### src/hw/rtl/rfid_frame_double_read_check_unit_defines.svh
// Assertion macros for the RTL of the double-read check block.
`ifndef RFID_FRAME_DOUBLE_READ_CHECK_UNIT_DEFINES_SVH
`define RFID_FRAME_DOUBLE_READ_CHECK_UNIT_DEFINES_SVH

// Checked on every clock edge outside reset.
`define RFDRC_ASSERT(lbl, prop, msg) \
  lbl: assert property (@(posedge clk) disable iff (rst) (prop)) else $error(msg);

// Checked on every clock edge, reset included.
`define RFDRC_ASSERT_ALWAYS(lbl, prop, msg) \
  lbl: assert property (@(posedge clk) (prop)) else $error(msg);

`endif

### src/hw/rtl/rfdrc_pkg.sv
package rfdrc_pkg;

  // Configuration register indexes
  localparam int CFG_IDX_W = 2;
  localparam logic [CFG_IDX_W-1:0] REG_TIMEOUT_TICKS = 2'd0;
  localparam logic [CFG_IDX_W-1:0] REG_START_CODE    = 2'd1;
  localparam logic [CFG_IDX_W-1:0] REG_STOP_CODE     = 2'd2;

  // Register reset values
  localparam logic [7:0] TIMEOUT_TICKS_RST = 8'd200;
  localparam logic [7:0] START_CODE_RST    = 8'h0A;
  localparam logic [7:0] STOP_CODE_RST     = 8'h0D;

  // Tick counter saturates here and fails the read
  localparam logic [7:0] WAIT_MAX = 8'hFF;

  // Frame protocol phase
  typedef enum logic [2:0] {
    PH_HUNT    = 3'd0,
    PH_CAPTURE = 3'd1,
    PH_DROP    = 3'd2,
    PH_START   = 3'd3,
    PH_COMPARE = 3'd4
  } frame_phase_t;

  // Sequencer state for one item
  typedef enum logic [2:0] {
    SQ_IDLE,
    SQ_STEP1,
    SQ_STEP2,
    SQ_EMIT,
    SQ_FAIL
  } seq_state_t;

  // Shared comparator result
  typedef struct packed {
    logic eq;
    logic gt;
  } cmp_res_t;

  // Tag store command
  typedef struct packed {
    logic wr;
    logic clr;
  } store_cmd_t;

endpackage

### src/hw/rtl/rfdrc_cmp.sv
// Shared 8-bit comparator: equality and unsigned greater-than.
module rfdrc_cmp (
  input  logic [7:0]          a,
  input  logic [7:0]          b,
  output rfdrc_pkg::cmp_res_t res
);

  assign res.eq = (a == b);
  assign res.gt = (a > b);

endmodule

### src/hw/rtl/rfdrc_store.sv
// Tag byte store with per-entry valid bits; an invalid entry reads as zero.
module rfdrc_store #(
  parameter int TAG_BYTES = 10,
  parameter int CW        = 4
) (
  input  logic                  clk,
  input  logic                  rst,
  input  rfdrc_pkg::store_cmd_t cmd,
  input  logic [CW-1:0]         addr,
  input  logic [7:0]            wr_data,
  output logic [7:0]            rd_data
);

  logic [7:0]           mem [TAG_BYTES];
  logic [TAG_BYTES-1:0] valid;

  // valid bits: reset and clear wipe the whole store at once
  always_ff @(posedge clk) begin
    if (rst || cmd.clr) begin
      valid <= '0;
    end else if (cmd.wr) begin
      valid[addr] <= 1'b1;
    end
  end

  // data entries
  always_ff @(posedge clk) begin
    if (cmd.wr) begin
      mem[addr] <= wr_data;
    end
  end

  assign rd_data = valid[addr] ? mem[addr] : 8'h00;

endmodule

### src/hw/rtl/rfid_frame_double_read_check_unit.sv
// Channel  | Dir | Beat contents
// s_axis   | in  | tdata[7:0] rx_byte; tuser req_type (0 byte, 1 tick)
// m_axis   | out | tdata[7:0] tag_byte, [11:8] tag_index; tuser tag_ok; tlast last_of_run
// cfg      | in  | cfg_index register (0 timeout, 1 start, 2 stop); cfg_data value
//
// An item is accepted, then makes one pass through the shared comparator.
// A repeat-frame byte gets a stop check, then a compare against the stored byte.
// A failure then emits its single beat; a confirmed read emits one beat per tag byte.
// Input is held off while an item is in the sequencer or a result burst runs.
// A stalled m_axis holds the sequencer in its emit or fail step. cfg is always ready.
// Reset is synchronous; the tag store is cleared through its valid bits.
`include "rfid_frame_double_read_check_unit_defines.svh"

module rfid_frame_double_read_check_unit #(
  parameter int TAG_BYTES = 10
) (
  input  logic                            clk,
  input  logic                            rst,
  input  logic                            s_axis_tvalid,
  output logic                            s_axis_tready,
  input  logic [7:0]                      s_axis_tdata,   // [7:0] rx_byte
  input  logic                            s_axis_tuser,   // [0] req_type
  output logic                            m_axis_tvalid,
  input  logic                            m_axis_tready,
  output logic [15:0]                     m_axis_tdata,   // [7:0] tag_byte, [11:8] tag_index
  output logic                            m_axis_tuser,   // [0] tag_ok
  output logic                            m_axis_tlast,
  input  logic                            cfg_valid,
  output logic                            cfg_ready,
  input  logic [rfdrc_pkg::CFG_IDX_W-1:0] cfg_index,
  input  logic [7:0]                      cfg_data
);

  localparam int CW = (TAG_BYTES > 1) ? $clog2(TAG_BYTES) : 1;
  localparam logic [CW-1:0] LAST_IDX = CW'(TAG_BYTES - 1);

  // configuration registers
  logic [7:0] timeout_ticks;
  logic [7:0] start_code;
  logic [7:0] stop_code;

  // protocol state
  rfdrc_pkg::frame_phase_t phase, phase_next;
  rfdrc_pkg::seq_state_t   seq, seq_next;
  logic [CW-1:0]           count, count_next;
  logic [7:0]              wait_ticks, wait_next;

  // latched item
  logic       item_tick;
  logic [7:0] item_byte;

  // shared comparator
  logic [7:0]          cmp_a, cmp_b;
  rfdrc_pkg::cmp_res_t cmp_res;

  // store
  rfdrc_pkg::store_cmd_t st_cmd;
  logic [7:0]            rd_data;

  // output register
  logic        out_valid;
  logic        out_ok;
  logic [7:0]  out_byte;
  logic [3:0]  out_index;
  logic        out_last;
  logic        push, push_ok, push_last;
  logic [7:0]  push_byte;
  logic        slot_free;
  logic        in_fire;
  logic        last_idx;

  assign cfg_ready     = 1'b1;
  assign s_axis_tready = (seq == rfdrc_pkg::SQ_IDLE);
  assign in_fire       = s_axis_tvalid && s_axis_tready;
  assign slot_free     = !out_valid || m_axis_tready;
  assign last_idx      = (count == LAST_IDX);

  // configuration writes; indexes beyond the list are dropped
  always_ff @(posedge clk) begin
    if (rst) begin
      timeout_ticks <= rfdrc_pkg::TIMEOUT_TICKS_RST;
      start_code    <= rfdrc_pkg::START_CODE_RST;
      stop_code     <= rfdrc_pkg::STOP_CODE_RST;
    end else if (cfg_valid && cfg_ready) begin
      case (cfg_index)
        rfdrc_pkg::REG_TIMEOUT_TICKS: timeout_ticks <= cfg_data;
        rfdrc_pkg::REG_START_CODE:    start_code    <= cfg_data;
        rfdrc_pkg::REG_STOP_CODE:     stop_code     <= cfg_data;
        default: ;
      endcase
    end
  end

  // item latch
  always_ff @(posedge clk) begin
    if (in_fire) begin
      item_tick <= s_axis_tuser;
      item_byte <= s_axis_tdata;
    end
  end

  // state registers
  always_ff @(posedge clk) begin
    if (rst) begin
      seq        <= rfdrc_pkg::SQ_IDLE;
      phase      <= rfdrc_pkg::PH_HUNT;
      count      <= '0;
      wait_ticks <= '0;
    end else begin
      seq        <= seq_next;
      phase      <= phase_next;
      count      <= count_next;
      wait_ticks <= wait_next;
    end
  end

  // comparator operands for the current step
  always_comb begin
    cmp_a = item_byte;
    cmp_b = start_code;
    case (seq)
      rfdrc_pkg::SQ_STEP1: begin
        if (item_tick) begin
          cmp_a = wait_ticks;
          cmp_b = timeout_ticks;
        end else if (phase inside {rfdrc_pkg::PH_CAPTURE, rfdrc_pkg::PH_COMPARE}) begin
          cmp_b = stop_code;
        end
      end
      rfdrc_pkg::SQ_STEP2: begin
        cmp_b = rd_data;
      end
      default: ;
    endcase
  end

  // sequencer: one comparator pass per step
  always_comb begin
    seq_next   = seq;
    phase_next = phase;
    count_next = count;
    wait_next  = wait_ticks;
    st_cmd     = '0;
    push       = 1'b0;
    push_ok    = 1'b0;
    push_byte  = 8'h00;
    push_last  = 1'b0;
    case (seq)
      rfdrc_pkg::SQ_IDLE: begin
        if (in_fire) seq_next = rfdrc_pkg::SQ_STEP1;
      end
      rfdrc_pkg::SQ_STEP1: begin
        seq_next = rfdrc_pkg::SQ_IDLE;
        if (item_tick) begin
          // ticks only count while waiting for the repeat frame
          if (phase inside {rfdrc_pkg::PH_DROP, rfdrc_pkg::PH_START}) begin
            if (cmp_res.gt || (wait_ticks == rfdrc_pkg::WAIT_MAX)) begin
              seq_next = rfdrc_pkg::SQ_FAIL;
            end else begin
              wait_next = wait_ticks + 8'd1;
            end
          end
        end else begin
          case (phase)
            rfdrc_pkg::PH_CAPTURE: begin
              if (cmp_res.eq) begin
                phase_next = rfdrc_pkg::PH_DROP;
                count_next = '0;
                wait_next  = '0;
              end else begin
                st_cmd.wr = 1'b1;
                if (last_idx) begin
                  phase_next = rfdrc_pkg::PH_DROP;
                  count_next = '0;
                  wait_next  = '0;
                end else begin
                  count_next = count + CW'(1);
                end
              end
            end
            rfdrc_pkg::PH_DROP: begin
              phase_next = rfdrc_pkg::PH_START;
            end
            rfdrc_pkg::PH_START: begin
              if (!cmp_res.eq) begin
                seq_next = rfdrc_pkg::SQ_FAIL;
              end else begin
                count_next = '0;
                phase_next = rfdrc_pkg::PH_COMPARE;
              end
            end
            rfdrc_pkg::PH_COMPARE: begin
              // stop byte ends a short repeat frame as a match
              if (cmp_res.eq) begin
                count_next = '0;
                seq_next   = rfdrc_pkg::SQ_EMIT;
              end else begin
                seq_next = rfdrc_pkg::SQ_STEP2;
              end
            end
            default: begin
              phase_next = rfdrc_pkg::PH_HUNT;
              if (cmp_res.eq) begin
                count_next = '0;
                phase_next = rfdrc_pkg::PH_CAPTURE;
              end
            end
          endcase
        end
      end
      rfdrc_pkg::SQ_STEP2: begin
        // repeat byte against stored byte
        if (!cmp_res.eq) begin
          seq_next = rfdrc_pkg::SQ_FAIL;
        end else if (last_idx) begin
          count_next = '0;
          seq_next   = rfdrc_pkg::SQ_EMIT;
        end else begin
          count_next = count + CW'(1);
          seq_next   = rfdrc_pkg::SQ_IDLE;
        end
      end
      rfdrc_pkg::SQ_EMIT: begin
        // count walks the store as the emit index
        if (slot_free) begin
          push      = 1'b1;
          push_ok   = 1'b1;
          push_byte = rd_data;
          push_last = last_idx;
          if (last_idx) begin
            phase_next = rfdrc_pkg::PH_HUNT;
            count_next = '0;
            wait_next  = '0;
            seq_next   = rfdrc_pkg::SQ_IDLE;
          end else begin
            count_next = count + CW'(1);
          end
        end
      end
      rfdrc_pkg::SQ_FAIL: begin
        if (slot_free) begin
          push       = 1'b1;
          push_last  = 1'b1;
          st_cmd.clr = 1'b1;
          phase_next = rfdrc_pkg::PH_HUNT;
          count_next = '0;
          wait_next  = '0;
          seq_next   = rfdrc_pkg::SQ_IDLE;
        end
      end
      default: begin
        seq_next = rfdrc_pkg::SQ_IDLE;
      end
    endcase
  end

  rfdrc_cmp u_cmp (
    .a   (cmp_a),
    .b   (cmp_b),
    .res (cmp_res)
  );

  rfdrc_store #(
    .TAG_BYTES (TAG_BYTES),
    .CW        (CW)
  ) u_store (
    .clk     (clk),
    .rst     (rst),
    .cmd     (st_cmd),
    .addr    (count),
    .wr_data (item_byte),
    .rd_data (rd_data)
  );

  // output register
  always_ff @(posedge clk) begin
    if (rst) begin
      out_valid <= 1'b0;
    end else if (push) begin
      out_valid <= 1'b1;
    end else if (m_axis_tready) begin
      out_valid <= 1'b0;
    end
  end

  always_ff @(posedge clk) begin
    if (push) begin
      out_ok    <= push_ok;
      out_byte  <= push_byte;
      out_index <= push_ok ? 4'(count) : 4'd0;
      out_last  <= push_last;
    end
  end

  assign m_axis_tvalid = out_valid;
  assign m_axis_tdata  = {4'd0, out_index, out_byte};
  assign m_axis_tuser  = out_ok;
  assign m_axis_tlast  = out_last;

  // checks
  `RFDRC_ASSERT(a_wait_idle_zero,
    (phase == rfdrc_pkg::PH_HUNT || phase == rfdrc_pkg::PH_CAPTURE) |-> (wait_ticks == 8'd0),
    "tick counter nonzero outside the wait")
  `RFDRC_ASSERT(a_fail_is_last,
    (m_axis_tvalid && !m_axis_tuser) |-> m_axis_tlast,
    "failure beat without last flag")
  `RFDRC_ASSERT(a_drop_to_start,
    (in_fire && !s_axis_tuser && phase == rfdrc_pkg::PH_DROP) |=> ##1 (phase == rfdrc_pkg::PH_START),
    "dropped byte did not advance to start check")
  `RFDRC_ASSERT_ALWAYS(a_count_range,
    rst || (count <= LAST_IDX),
    "byte index beyond tag length")

endmodule

### config.mk
export PLATFORM = sky130hd
export DESIGN_NAME = rfid_frame_double_read_check_unit
export DESIGN_NICKNAME = d
export VERILOG_FILES = /design/src/hw/rtl/rfdrc_pkg.sv /design/src/hw/rtl/rfdrc_cmp.sv /design/src/hw/rtl/rfdrc_store.sv /design/src/hw/rtl/rfid_frame_double_read_check_unit.sv
export VERILOG_INCLUDE_DIRS = /design/src /design/src/hw/rtl
export SDC_FILE = /design/constraint.sdc
export NUM_CORES = 1
export LEC_CHECK = 0
export BUFFER_PORTS_ARGS = -buffer_cell sky130_fd_sc_hd__buf_4
export CELL_PAD_IN_SITES_DETAIL_PLACEMENT = 1
export CELL_PAD_IN_SITES_GLOBAL_PLACEMENT = 1
export CORE_UTILIZATION = 40
export DETAILED_ROUTE_END_ITERATION = 10
export PLACE_DENSITY = 0.7
export SLEW_MARGIN = 20
export SYNTH_ARGS = -nofsm -noshare
export SYNTH_HDL_FRONTEND = slang
export SYNTH_HIERARCHICAL = 1
export SYNTH_SLANG_ARGS = --single-unit
export TNS_END_PERCENT = 10
### constraint.sdc
create_clock -name clk -period 4.75 [get_ports clk]
set_clock_uncertainty 0.1 [all_clocks]
set_input_delay 0.7125 -clock clk [delete_from_list [all_inputs] [get_ports clk]]
set_output_delay 0.7125 -clock clk [all_outputs]
set_load 0.05 [all_outputs]
==> impl_metrics.csv, run 1 <==
group,metric,value,unit
layout,final_standard_cell_utilization_of_the_core,0.4704,
critical_path,worst_path_largest_cell_delay,510,ps
run,cap_viol_max_count,0,
power_and_ir_drop,power,2.979,mW
timing,clock.fmax,226.1,MHz
grt,grt_antenna_before_repair,0,
synth,yosysWarningCount,6,
synth,yosys_register_bits,156,
floorplan,full_die_area,18800,µm²
critical_path,r2r_end,"u_store/mem[0][6]$_DFFE_PP_",
timing,postLayoutSetupSlackWorst,327.2,ps
critical_path,crit_path_max_fanout,16,
layout,final_layout_size_suffix_gt1_frac,0.1898,
layout,antennaDiodeCount,0,
timing,setup_viol,0,
floorplan,start_util,0.4078,
clock_network,count_of_h_tree_levels_built_during_cts,4,
synth,synth_seq_area_share,0.5690,
grt,grt_pass1_wl,29750,µm
grt,first_global_vias,5340,
grt,largest_net_degree_at_the_start_of_global_routing,44,
synth,syn_inst,610,
floorplan,coreArea,17900,µm²
floorplan,io-pin-count,45,
route,mean_routed_wirelength_per_cell,20.91,µm
synth,synthesis.area_per_instance,11.97,µm²
critical_path,timing.critical_path.cells,"buf_4 > mux2i_1 > o22ai_1 > a21oi_1 > a211oi_2 > a221o_1 > inv_1 > ha_1 > nand4_2 > nor2_1 > nor4b_4 > and2_1 > or3b_2 > nor3_1 > buf_4",
route,avgViaCountPerCell,5.638,
hold_path,min_delay_worst_endpoint,"item_byte[7]$_DFFE_PP_",
placement,placement.setup.worst_slack,132.9,ps
critical_path,path_depth_of_the_worst_reg2reg_path,15,
timing,min_period_over_period,0.9311,
timing,report.final.slew_viol_count,0,
placement,io_buffers,39,
synth,postSynth.asyncResetShare,0,
clock_network,post_cts_resized,0,
critical_path,worstSetupEndpointType,"flop",
synth,synth_edf_count,103,
timing,headroom_to_the_max_slew_limit,0.4494,
route,detail-route-antenna-nets,0,
route,drt_drc_violations_left,0,
synth,dominantRegCellSynth,"sky130_fd_sc_hd__edfxtp_1",
layout,fillerInstances,1917,
hold_path,timing.hold.worst_path_depth,1,
hold_path,worst_hold_path_type,"input port to flop",
placement,hpwl_reported_at_the_end_of_detailed_placement,13610,µm
power_and_ir_drop,powerDensity,353.8,nW/µm²
critical_path,timing.critical_path.from_type,"flop",
route,drt_initial_violations,361,
synth,post_synth_instance_area,7301,µm²
route,drtPass1Iterations,4,
timing,final_period_minus_worst_setup_slack,4423,ps
clock_network,cts_hold_buffers,0,
clock_network,clock_latency,430,ps
layout,layout.nets,691,
clock_network,cts-root-buf,"sky130_fd_sc_hd__clkbuf_16",
clock_network,cts.clk_slew.worst_paths,70,ps
critical_path,worst_ep_required_time,4780,ps
critical_path,worst_setup_path_category,"flop to flop",
hold_path,timing.hold.worst.start,"s_axis_tdata[7]",
grt,grt.total_usage,0.2138,
clock_network,tritoncts,"done",
placement,dpl.cell_count,866,
status,status,"complete, no violations",
power_and_ir_drop,power.leakage,2.984,nW
clock_network,cts_setup_buffers,0,
timing,fin_worst_hold_slack,354.3,ps
floorplan,die_w,137.1,µm
grt,grt.overflow.total,0,
clock_network,clock_sinks,156,
route,vias,5063,
placement,dpl_cell_area,7825,µm²
placement,finalWeightedCongestion,0.9139,
critical_path,arrival,4460,ps
timing,hold_violations,0,
timing,worstMarginPinSlew,822.9,ps
critical_path,critical-path-top-cell-by-count,"sky130_fd_sc_hd__buf_4",
power_and_ir_drop,irDropWorstVdd,0.2723,mV
layout,area_of_all_placed_cells_without_fillers,8421,µm²
route,route.final.wire_length,18770,µm
timing,fin_setup_tns,0,ps
layout,synthToLayoutAreaGrowth,15.34,%
clock_network,clock_buffer_count_from_cts,17,
clock_network,clk_path_buf_depth,2,
floorplan,placement_rows,49,
layout,post_layout_nonfiller_instances,898,
critical_path,worst_r2r_startpoint,"count[2]$_SDFFE_PP0P_",
synth,synthDistinctLibCells,74,
critical_path,timing.reg2reg.setup_slack,330,ps
timing,grt_setup_unrepaired,"false",
floorplan,dieHeight,137.1,µm
critical_path,critical-path-slowest-cell,"sky130_fd_sc_hd__or3b_2",
## cells in the final DEF (no fill, tap or decap), drive strengths merged, types with 2 or more instances in the layout
cell,instances
a22o,13
a211oi,18
a31oi,4
a221o,9
nor4,3
a211o,9
dfxtp,53
nand3,8
nand3b,5
nor3,10
nand2,38
and3b,2
or2,3
o31a,2
mux2i,51
bufinv,3
inv,22
clkbuf,20
nor4b,2
nand2b,9
nand4,5
o22ai,19
and2,4
ha,11
a21oi,31
clkinvlp,3
o31ai,6
or4,4
conb,5
nor2,42
o21a,13
o21ai,21
edfxtp,103
nor2b,6
buf,66
and3,13
nor3b,9
or2b,2
clkinv,5
## synthesized netlist by cell type, types with 2 or more instances
| cell | number | area [µm²] |
|---|---|---|
| sky130_fd_sc_hd__conb_1 | 2 | 7.510 |
| sky130_fd_sc_hd__and2_1 | 4 | 25.02 |
| sky130_fd_sc_hd__nor4_1 | 2 | 12.51 |
| sky130_fd_sc_hd__a21oi_1 | 29 | 145.1 |
| sky130_fd_sc_hd__clkbuf_1 | 8 | 30.03 |
| sky130_fd_sc_hd__a221o_1 | 9 | 90.09 |
| sky130_fd_sc_hd__a22o_1 | 13 | 113.9 |
| sky130_fd_sc_hd__a211oi_2 | 8 | 100.1 |
| sky130_fd_sc_hd__nand3_1 | 8 | 40.04 |
| sky130_fd_sc_hd__nand3b_1 | 5 | 37.54 |
| sky130_fd_sc_hd__o21a_1 | 13 | 97.59 |
| sky130_fd_sc_hd__and3_1 | 13 | 81.33 |
| sky130_fd_sc_hd__o22ai_1 | 18 | 112.6 |
| sky130_fd_sc_hd__nor3_1 | 10 | 50.05 |
| sky130_fd_sc_hd__or2_1 | 2 | 12.51 |
| sky130_fd_sc_hd__a31oi_1 | 4 | 25.02 |
| sky130_fd_sc_hd__buf_8 | 2 | 30.03 |
| sky130_fd_sc_hd__buf_4 | 9 | 67.56 |
| sky130_fd_sc_hd__nand4_1 | 4 | 25.02 |
| sky130_fd_sc_hd__o31ai_1 | 5 | 37.54 |
| sky130_fd_sc_hd__buf_2 | 11 | 55.05 |
| sky130_fd_sc_hd__nand2b_1 | 9 | 56.30 |
| sky130_fd_sc_hd__buf_6 | 8 | 90.09 |
| sky130_fd_sc_hd__ha_1 | 11 | 137.6 |
| sky130_fd_sc_hd__a211o_1 | 9 | 78.83 |
| sky130_fd_sc_hd__mux2i_1 | 51 | 510.5 |
| sky130_fd_sc_hd__o21ai_0 | 20 | 100.1 |
| sky130_fd_sc_hd__buf_1 | 3 | 11.26 |
| sky130_fd_sc_hd__or4_1 | 4 | 30.03 |
| sky130_fd_sc_hd__a211oi_1 | 10 | 75.07 |
| sky130_fd_sc_hd__a21oi_2 | 2 | 17.52 |
| sky130_fd_sc_hd__nor2_1 | 41 | 153.9 |
| sky130_fd_sc_hd__or2b_1 | 2 | 15.01 |
| sky130_fd_sc_hd__edfxtp_1 | 103 | 3093 |
| sky130_fd_sc_hd__nor3b_1 | 7 | 52.55 |
| sky130_fd_sc_hd__dfxtp_1 | 53 | 1061 |
| sky130_fd_sc_hd__nand2_1 | 37 | 138.9 |
| sky130_fd_sc_hd__inv_1 | 21 | 78.83 |
| sky130_fd_sc_hd__nor2b_1 | 5 | 31.28 |
## per-layer routing
metal,vias up,part of all wire,global-route usage
met4,0,0.014,0.06288
li1,2399,-,-
met1,2568,0.44,0.2733
met5,-,0,0
met3,22,0.031,0.04037
met2,74,0.51,0.3659
## critical path, delay by kind of cell, from the launching register on
kind / cells / cell delay (ps)
buf+inv: 3 / 550
fa+ha+maj: 1 / 240
flops: 1 / 500
compound gates: 4 / 880
simple gates: 6 / 1600
mux: 1 / 250
## layout make-up
class	count	area, µm²	share of cell area
repair buffers	66	508.0	0.06033
clock inverters	12	145.1	0.01724
flip-flops and latches	156	4160	0.4941
inverters	21	78.83	0.009361
clock buffers	20	436.7	0.05186
well taps	229	286.5	0.03403
multi-input cells	394	2805	0.3331
## where the power goes
group	total [mW]	switching [mW]	leakage, nW	internal (mW)
Combinational	0.135	0.0802	1.35	0.0543
Sequential	1.48	0.0258	1.35	1.46
Clock	1.36	0.538	0.278	0.822
## how the worst max path moves through the flow
stage                     startpoint                           to  slack (ps)  depth (start not counted)
2_1_floorplan  count[2]$_SDFFE_PP0P_  u_store/mem[0][0]$_DFFE_PP_         410                         16
3_3_place_gp     seq[0]$_SDFFE_PP0P_  u_store/mem[0][2]$_DFFE_PP_         330                         13
3_5_place_dp     seq[0]$_SDFFE_PP0P_  u_store/mem[0][4]$_DFFE_PP_         130                         13
4_1_cts          seq[0]$_SDFFE_PP0P_  u_store/mem[0][6]$_DFFE_PP_          90                         13
5_1_grt        count[2]$_SDFFE_PP0P_  u_store/mem[0][6]$_DFFE_PP_          20                         15
6_report       count[2]$_SDFFE_PP0P_  u_store/mem[0][6]$_DFFE_PP_         330                         15
## sequential cells by signal, summed over array words and instances, names as in the netlist
| signal | cells |
|---|---|
| start_code | 8 |
| u_store/valid | 10 |
| u_store/mem | 80 |
| m_axis_tlast | 1 |
| m_axis_tuser | 1 |
| out_index | 4 |
| phase | 3 |
| item_byte | 8 |
| out_byte | 8 |
| timeout_ticks | 8 |
| wait_ticks | 8 |
| m_axis_tvalid | 1 |
| count | 4 |
| item_tick | 1 |
| seq | 3 |
| stop_code | 8 |
## cells by family after synthesis
group / count (synthesis) / share of synthesized area
buf+inv: 63 / 0.05039
fa+ha+maj: 11 / 0.01885
mux: 52 / 0.07147
flops: 156 / 0.5690
other cells: 2 / 0.001029
compound gates: 156 / 0.1585
simple gates: 170 / 0.1308
Power figures use the tool's default switching activity.
==> run 2, diff against run 1 <==
==> constraint.sdc (replaced) <==
create_clock -name clk -period 4.75 [get_ports clk]
set_clock_uncertainty 0.1 [all_clocks]
set_input_delay 0 -clock clk [delete_from_list [all_inputs] [get_ports clk]]
set_output_delay 0 -clock clk [all_outputs]
set_load 0.05 [all_outputs]
==> impl_metrics.csv, run 2 (synthesized netlist as in run 1, its figures left out) <==
group,metric,value,unit
placement,dpl_cell_area,7825,µm²
power_and_ir_drop,total_switching_power,646.8,µW
layout,final_layout_size_suffix_gt1_frac,0.1841,
power_and_ir_drop,power,2.993,mW
timing,headroom_to_the_max_slew_limit,0.4569,
critical_path,timing.critical_path.from_type,"flop",
critical_path,worst-path-stages,15,
layout,reg.largest.list,"u_store/mem x80, u_store/valid x10",
critical_path,crit_family,"simple AND/OR/NAND/NOR gates",
critical_path,critical-path-top-cell-by-count,"sky130_fd_sc_hd__buf_4",
layout,antennaDiodeCount,0,
hold_path,worst_hold_path_type,"input port to flop",
timing,worstMarginPinSlew,811.6,ps
grt,largest_net_degree_at_the_start_of_global_routing,44,
timing,final_period_minus_worst_setup_slack,4421,ps
layout,fillerInstances,1906,
critical_path,critPathCapture,"u_store/mem[0][6]$_DFFE_PP_",
route,avgViaCountPerCell,5.649,
grt,grt.overflow.total,0,
placement,io_buffers,39,
timing,setup_viol,0,
route,detail-route-antenna-nets,0,
route,mean_routed_wirelength_per_cell,20.74,µm
clock_network,cts-root-buf,"sky130_fd_sc_hd__clkbuf_16",
route,drtPass1Iterations,4,
critical_path,timing.reg2reg.setup_slack,330,ps
placement,hpwl_reported_at_the_end_of_detailed_placement,13610,µm
grt,gr-usage-met3,0.03926,
placement,finalWeightedCongestion,0.9139,
clock_network,cts.clk_slew.worst_paths,60,ps
layout,area_taken_by_multi_input_logic_gates,2805,µm²
floorplan,dieHeight,137.1,µm
critical_path,path_depth_of_the_worst_reg2reg_path,15,
route,drt_drc_violations_left,0,
critical_path,arrival,4450,ps
route,vias,5191,
power_and_ir_drop,irDropWorstVdd,0.2671,mV
power_and_ir_drop,p_seq_frac,0.496,
grt,grt_antenna_before_repair,0,
floorplan,die_w,137.1,µm
route,route.final.wire_length,19060,µm
layout,register_area,4160,µm²
grt,use_met1,0.2757,
timing,report.final.slew_viol_count,0,
critical_path,combined_buffer_and_inverter_count_along_the_critical_path,3,
power_and_ir_drop,power.share.combinational,0.050,
floorplan,full_die_area,18800,µm²
critical_path,timing.critical_path.cells,"buf_4 > mux2i_1 > o22ai_1 > a21oi_1 > a211oi_2 > a221o_1 > inv_1 > ha_1 > nand4_2 > nor2_1 > nor4b_4 > and2_1 > or3b_2 > nor3_1 > buf_4",
critical_path,worst_ep_required_time,4780,ps
layout,synthToLayoutAreaGrowth,18.22,%
layout,area_of_all_placed_cells_without_fillers,8631,µm²
critical_path,r2r_end,"u_store/mem[0][6]$_DFFE_PP_",
timing,min_period_over_period,0.9306,
floorplan,start_util,0.4078,
clock_network,clock_buffer_count_from_cts,17,
grt,grt_pass1_wl,30060,µm
layout,largest_reg_flops,80,
clock_network,tritoncts,"done",
floorplan,coreArea,17900,µm²
critical_path,critical-path-slowest-cell,"sky130_fd_sc_hd__or3b_2",
critical_path,worst_setup_path_category,"flop to flop",
grt,grt.total_usage,0.2159,
clock_network,clk_path_buf_depth,2,
run,cap_viol_max_count,0,
floorplan,placement_rows,49,
critical_path,crit_path_max_fanout,16,
critical_path,worst_r2r_startpoint,"count[2]$_SDFFE_PP0P_",
power_and_ir_drop,power.leakage,3.074,nW
clock_network,clock_latency,430,ps
timing,hold_violations,0,
timing,grt_setup_unrepaired,"false",
power_and_ir_drop,powerDensity,346.8,nW/µm²
critical_path,worstSetupEndpointType,"flop",
power_and_ir_drop,p_int,2.346,mW
grt,top_usage_layer,"met2",
clock_network,count_of_h_tree_levels_built_during_cts,4,
timing,fin_setup_tns,0,ps
critical_path,worst_path_largest_cell_delay,510,ps
clock_network,clock_sinks,156,
route,drt_initial_violations,291,
timing,clock.fmax,226.2,MHz
layout,max_flop_register,"u_store/mem",
power_and_ir_drop,share_of_power_burned_in_the_clock_network,0.454,
layout,layout.nets,712,
layout,layout.cells.most_common,"sky130_fd_sc_hd__edfxtp_1",
critical_path,startpoint,"count[2]$_SDFFE_PP0P_",
grt,grtUsageMet2,0.3718,
grt,first_global_vias,5415,
layout,leading_cell_types_in_the_layout_fill_and_taps_excluded,"sky130_fd_sc_hd__edfxtp_1, sky130_fd_sc_hd__buf_4, sky130_fd_sc_hd__mux2i_1",
power_and_ir_drop,swShare,0.2161,
floorplan,io-pin-count,45,
status,status,"complete, no violations",
## run 2: worst min-delay path by stage
| stage | startpoint | end | slack [ps] | cells past startpoint |
|---|---|---|---|---|
| final | cfg_index[1] | timeout_ticks[5]$_SDFFE_PP0P_ | 40 | 5 |
| after global routing | cfg_index[0] | timeout_ticks[6]$_SDFFE_PP1P_ | 50 | 5 |
| after CTS | cfg_index[0] | timeout_ticks[5]$_SDFFE_PP0P_ | 30 | 5 |
| after detailed placement | s_axis_tuser | item_tick$_DFFE_PP_ | 80 | 1 |
| after global placement | s_axis_tdata[6] | item_byte[6]$_DFFE_PP_ | 80 | 1 |
| after floorplan | s_axis_tdata[0] | item_byte[0]$_DFFE_PP_ | -1 | 0 |
## run 2: layer usage
metal | vias to the layer above | part of all wire
li1 | 2435 | -
met1 | 2653 | 0.44
met2 | 85 | 0.51
met3 | 18 | 0.032
met4 | 0 | 0.010
met5 | - | 0
## run 2: what timing repair did
item,CTS,global route
hold buffers,21,0
setup endpoints to repair,0,31
gates resized for setup,0,6
endpoints found under the hold margin,44,0
setup buffers,0,0
## run 2: power by group through the flow
stage | Clock, mW | Combinational (mW) | Sequential (mW)
finish | 1.36 | 0.148 | 1.48
detailed placement | 0 | 0.134 | 1.51
global placement | 0 | 0.128 | 1.51
global route | 1.43 | 0.163 | 1.49
CTS | 1.38 | 0.149 | 1.49
floorplan | 0 | 0.0965 | 1.50
## run 2: tightest hold or removal path: stages
cell and delay, ps:
sky130_fd_sc_hd__buf_4 90, sky130_fd_sc_hd__nor3b_1 40, sky130_fd_sc_hd__buf_4 180, sky130_fd_sc_hd__mux2i_1 130, sky130_fd_sc_hd__nor2_1 80
## run 2: metrics by stage
| stage | cells | hold slack, ps | utilization | worst slack (ps) |
|---|---|---|---|---|
| global route | 919 | 52.99 | 0.4821 | 17.84 |
| finish | 919 | 37.71 | 0.4821 | 329.5 |
| detailed placement | 866 | 79.81 | 0.4371 | 132.9 |
| CTS | 919 | 26.77 | 0.4813 | 91.87 |
| floorplan | 613 | -1.131 | - | 406.6 |
| global placement | 866 | 79.32 | 0.4371 | 328.5 |
## run 2: final cells by class
| type | count | share of cell area |
|---|---|---|
| inverter | 21 | 0.009133 |
| multi-input combinational | 394 | 0.3250 |
| tap | 229 | 0.03320 |
| timing repair buffer | 87 | 0.08321 |
| clock buffer | 20 | 0.05059 |
| clock inverter | 12 | 0.01682 |
| sequential | 156 | 0.4820 |
==> run 3, diff against run 2 <==
PLACE_DENSITY = 0.67   (was 0.7)
clock period = 3.9 ns   (was 4.75 ns; I/O delays follow)
==> impl_metrics.csv, run 3 (synthesized netlist as in run 1, its figures left out) <==
group,metric,value,unit
grt,grt.total_usage,0.2202,
route,vias,5289,
layout,synthToLayoutAreaGrowth,24.32,%
grt,grt.overflow.total,0,
route,drtPass1Iterations,4,
run,cap_viol_max_count,0,
floorplan,coreArea,17900,µm²
layout,final_layout_size_suffix_gt1_frac,0.2580,
timing,worstMarginPinSlew,749.9,ps
clock_network,cts.clk_slew.worst_paths,60,ps
floorplan,io-pin-count,45,
grt,grt_antenna_before_repair,0,
hold_path,worst_hold_path_type,"input port to flop",
clock_network,clock_sinks,156,
timing,hold_violations,0,
clock_network,count_of_h_tree_levels_built_during_cts,4,
critical_path,r2r_end,"u_store/mem[5][6]$_DFFE_PP_",
critical_path,arrival,3860,ps
clock_network,clock_buffer_count_from_cts,17,
clock_network,clk_path_buf_depth,2,
layout,layout.cells.most_common,"sky130_fd_sc_hd__edfxtp_1",
route,top_layer_used,"met4",
placement,finalWeightedCongestion,0.8649,
grt,largest_net_degree_at_the_start_of_global_routing,44,
timing,clock.fmax,261.3,MHz
critical_path,worstSetupEndpointType,"flop",
floorplan,dieHeight,137.1,µm
route,detail-route-antenna-nets,0,
timing,headroom_to_the_max_slew_limit,0.4983,
timing,postLayoutSetupSlackWorst,72.75,ps
placement,placement.setup.worst_slack,-76.53,ps
placement,io_buffers,39,
layout,reg.largest.list,"u_store/mem x80, u_store/valid x10",
floorplan,die_w,137.1,µm
layout,fillerInstances,1861,
timing,fin_worst_hold_slack,16.94,ps
timing,final_period_minus_worst_setup_slack,3827,ps
layout,max_flop_register,"u_store/mem",
route,route.final.wire_length,19530,µm
layout,leading_cell_types_in_the_layout_fill_and_taps_excluded,"sky130_fd_sc_hd__edfxtp_1, sky130_fd_sc_hd__buf_4, sky130_fd_sc_hd__dfxtp_1",
timing,report.final.slew_viol_count,0,
timing,grt_setup_unrepaired,"true",
power_and_ir_drop,power.leakage,3.262,nW
floorplan,placement_rows,49,
hold_path,timing.hold.worst_path_depth,5,
floorplan,start_util,0.4078,
timing,fin_setup_tns,0,ps
clock_network,cts-root-buf,"sky130_fd_sc_hd__clkbuf_16",
critical_path,timing.reg2reg.setup_slack,70,ps
route,drt_initial_violations,280,
layout,antennaDiodeCount,0,
hold_path,min_delay_worst_endpoint,"timeout_ticks[4]$_SDFFE_PP0P_",
route,drt_drc_violations_left,0,
grt,first_global_vias,5492,
route,m1WireLength,8722,µm
power_and_ir_drop,powerDensity,389.6,nW/µm²
clock_network,tritoncts,"done",
route,wl_met2,10050,µm
critical_path,worst_r2r_startpoint,"count[1]$_SDFFE_PP0P_",
floorplan,full_die_area,18800,µm²
placement,hpwl_reported_at_the_end_of_detailed_placement,13670,µm
critical_path,timing.critical_path.from_type,"flop",
hold_path,timing.hold.worst.start,"cfg_index[0]",
route,avgViaCountPerCell,5.567,
power_and_ir_drop,irDropWorstVdd,0.3200,mV
route,mean_routed_wirelength_per_cell,20.56,µm
layout,largest_reg_flops,80,
critical_path,path_depth_of_the_worst_reg2reg_path,16,
status,status,"complete, no violations",
timing,setup_viol,0,
critical_path,worst_setup_path_category,"flop to flop",
layout,layout.nets,743,
timing,min_period_over_period,0.9813,
critical_path,crit_path_max_fanout,9,
critical_path,worst_ep_required_time,3930,ps
clock_network,clock_latency,430,ps
route,met3_wirelength,418,µm
grt,grt_pass1_wl,30730,µm
run 3: changes by cell type in the layout (fill, tap and decap cells not counted), sizes merged:
cell         change
clkbuf           -2
inv              +4
bufinv           -3
dlygate4sd3      +1
buf             +30
clkinvlp         +1
run 3: how the worst max path moves through the flow:
stage / startpoint / to / cells after the start
final: count[1]$_SDFFE_PP0P_ / u_store/mem[5][6]$_DFFE_PP_ / 16
after floorplan: count[1]$_SDFFE_PP0P_ / u_store/mem[8][0]$_DFFE_PP_ / 15
after global placement: count[0]$_SDFFE_PP0P_ / count[2]$_SDFFE_PP0P_ / 16
after detailed placement: count[1]$_SDFFE_PP0P_ / count[2]$_SDFFE_PP0P_ / 17
after CTS: count[3]$_SDFFE_PP0P_ / u_store/mem[0][6]$_DFFE_PP_ / 15
after global routing: count[2]$_SDFFE_PP0P_ / wait_ticks[4]$_SDFFE_PP0P_ / 17
run 3: cell type report:
cell class | count | area (µm²) | area share
clock inverters | 14 | 112.6 | 0.01241
well taps | 229 | 286.5 | 0.03157
repair buffers | 118 | 1040 | 0.1146
multi-input cells | 394 | 2967 | 0.3269
clock buffers | 18 | 429.2 | 0.04728
inverters | 21 | 78.83 | 0.008685
flip-flops and latches | 156 | 4163 | 0.4586
run 3: timing repair:
item,in CTS,in global routing
hold buffers,22,0
buffers inserted,0,3
resized for setup,7,32
cloned,0,0
setup endpoints to repair,39,80
pin swaps,2,8
endpoints found under the hold margin,43,0
run 3: worst max-delay path, cell delays in order (launching register included):
cell                       delay [ps]
sky130_fd_sc_hd__dfxtp_4          380
sky130_fd_sc_hd__mux2i_1          240
sky130_fd_sc_hd__o22ai_2          130
sky130_fd_sc_hd__o31ai_4          310
sky130_fd_sc_hd__buf_12           180
sky130_fd_sc_hd__a211oi_2          60
sky130_fd_sc_hd__a221o_1          330
sky130_fd_sc_hd__inv_1             90
sky130_fd_sc_hd__ha_1             260
sky130_fd_sc_hd__nand4_1          160
sky130_fd_sc_hd__nor2_4            70
sky130_fd_sc_hd__nor4b_4          260
sky130_fd_sc_hd__and2_4           190
sky130_fd_sc_hd__buf_4            120
sky130_fd_sc_hd__nand3b_1         160
sky130_fd_sc_hd__nor2_1           260
sky130_fd_sc_hd__buf_6            210
run 3: through the flow:
step / instance area, µm² / utilization / instances / power, mW
floorplan: 7338 / - / 613 / 1.943
global placement: 8120 / 0.4536 / 893 / 2.013
detailed placement: 8120 / 0.4536 / 893 / 2.023
CTS: 8917 / 0.4981 / 947 / 3.564
global route: 9076 / 0.5070 / 950 / 3.651
finish: 9076 / 0.5070 / 950 / 3.536
run 3: metal layers:
layer / GRT usage / vias up
li1: - / 2493
met1: 0.2766 / 2698
met2: 0.3810 / 72
met3: 0.03667 / 26
met4: 0.07631 / 0
met5: 0 / -
run 3: power breakdown:
part | total, mW | leakage (nW) | internal (mW) | switching, mW
combinational | 0.212 | 1.65 | 0.0942 | 0.118
clock | 1.53 | 0.256 | 0.825 | 0.703
sequential | 1.80 | 1.35 | 1.77 | 0.0215
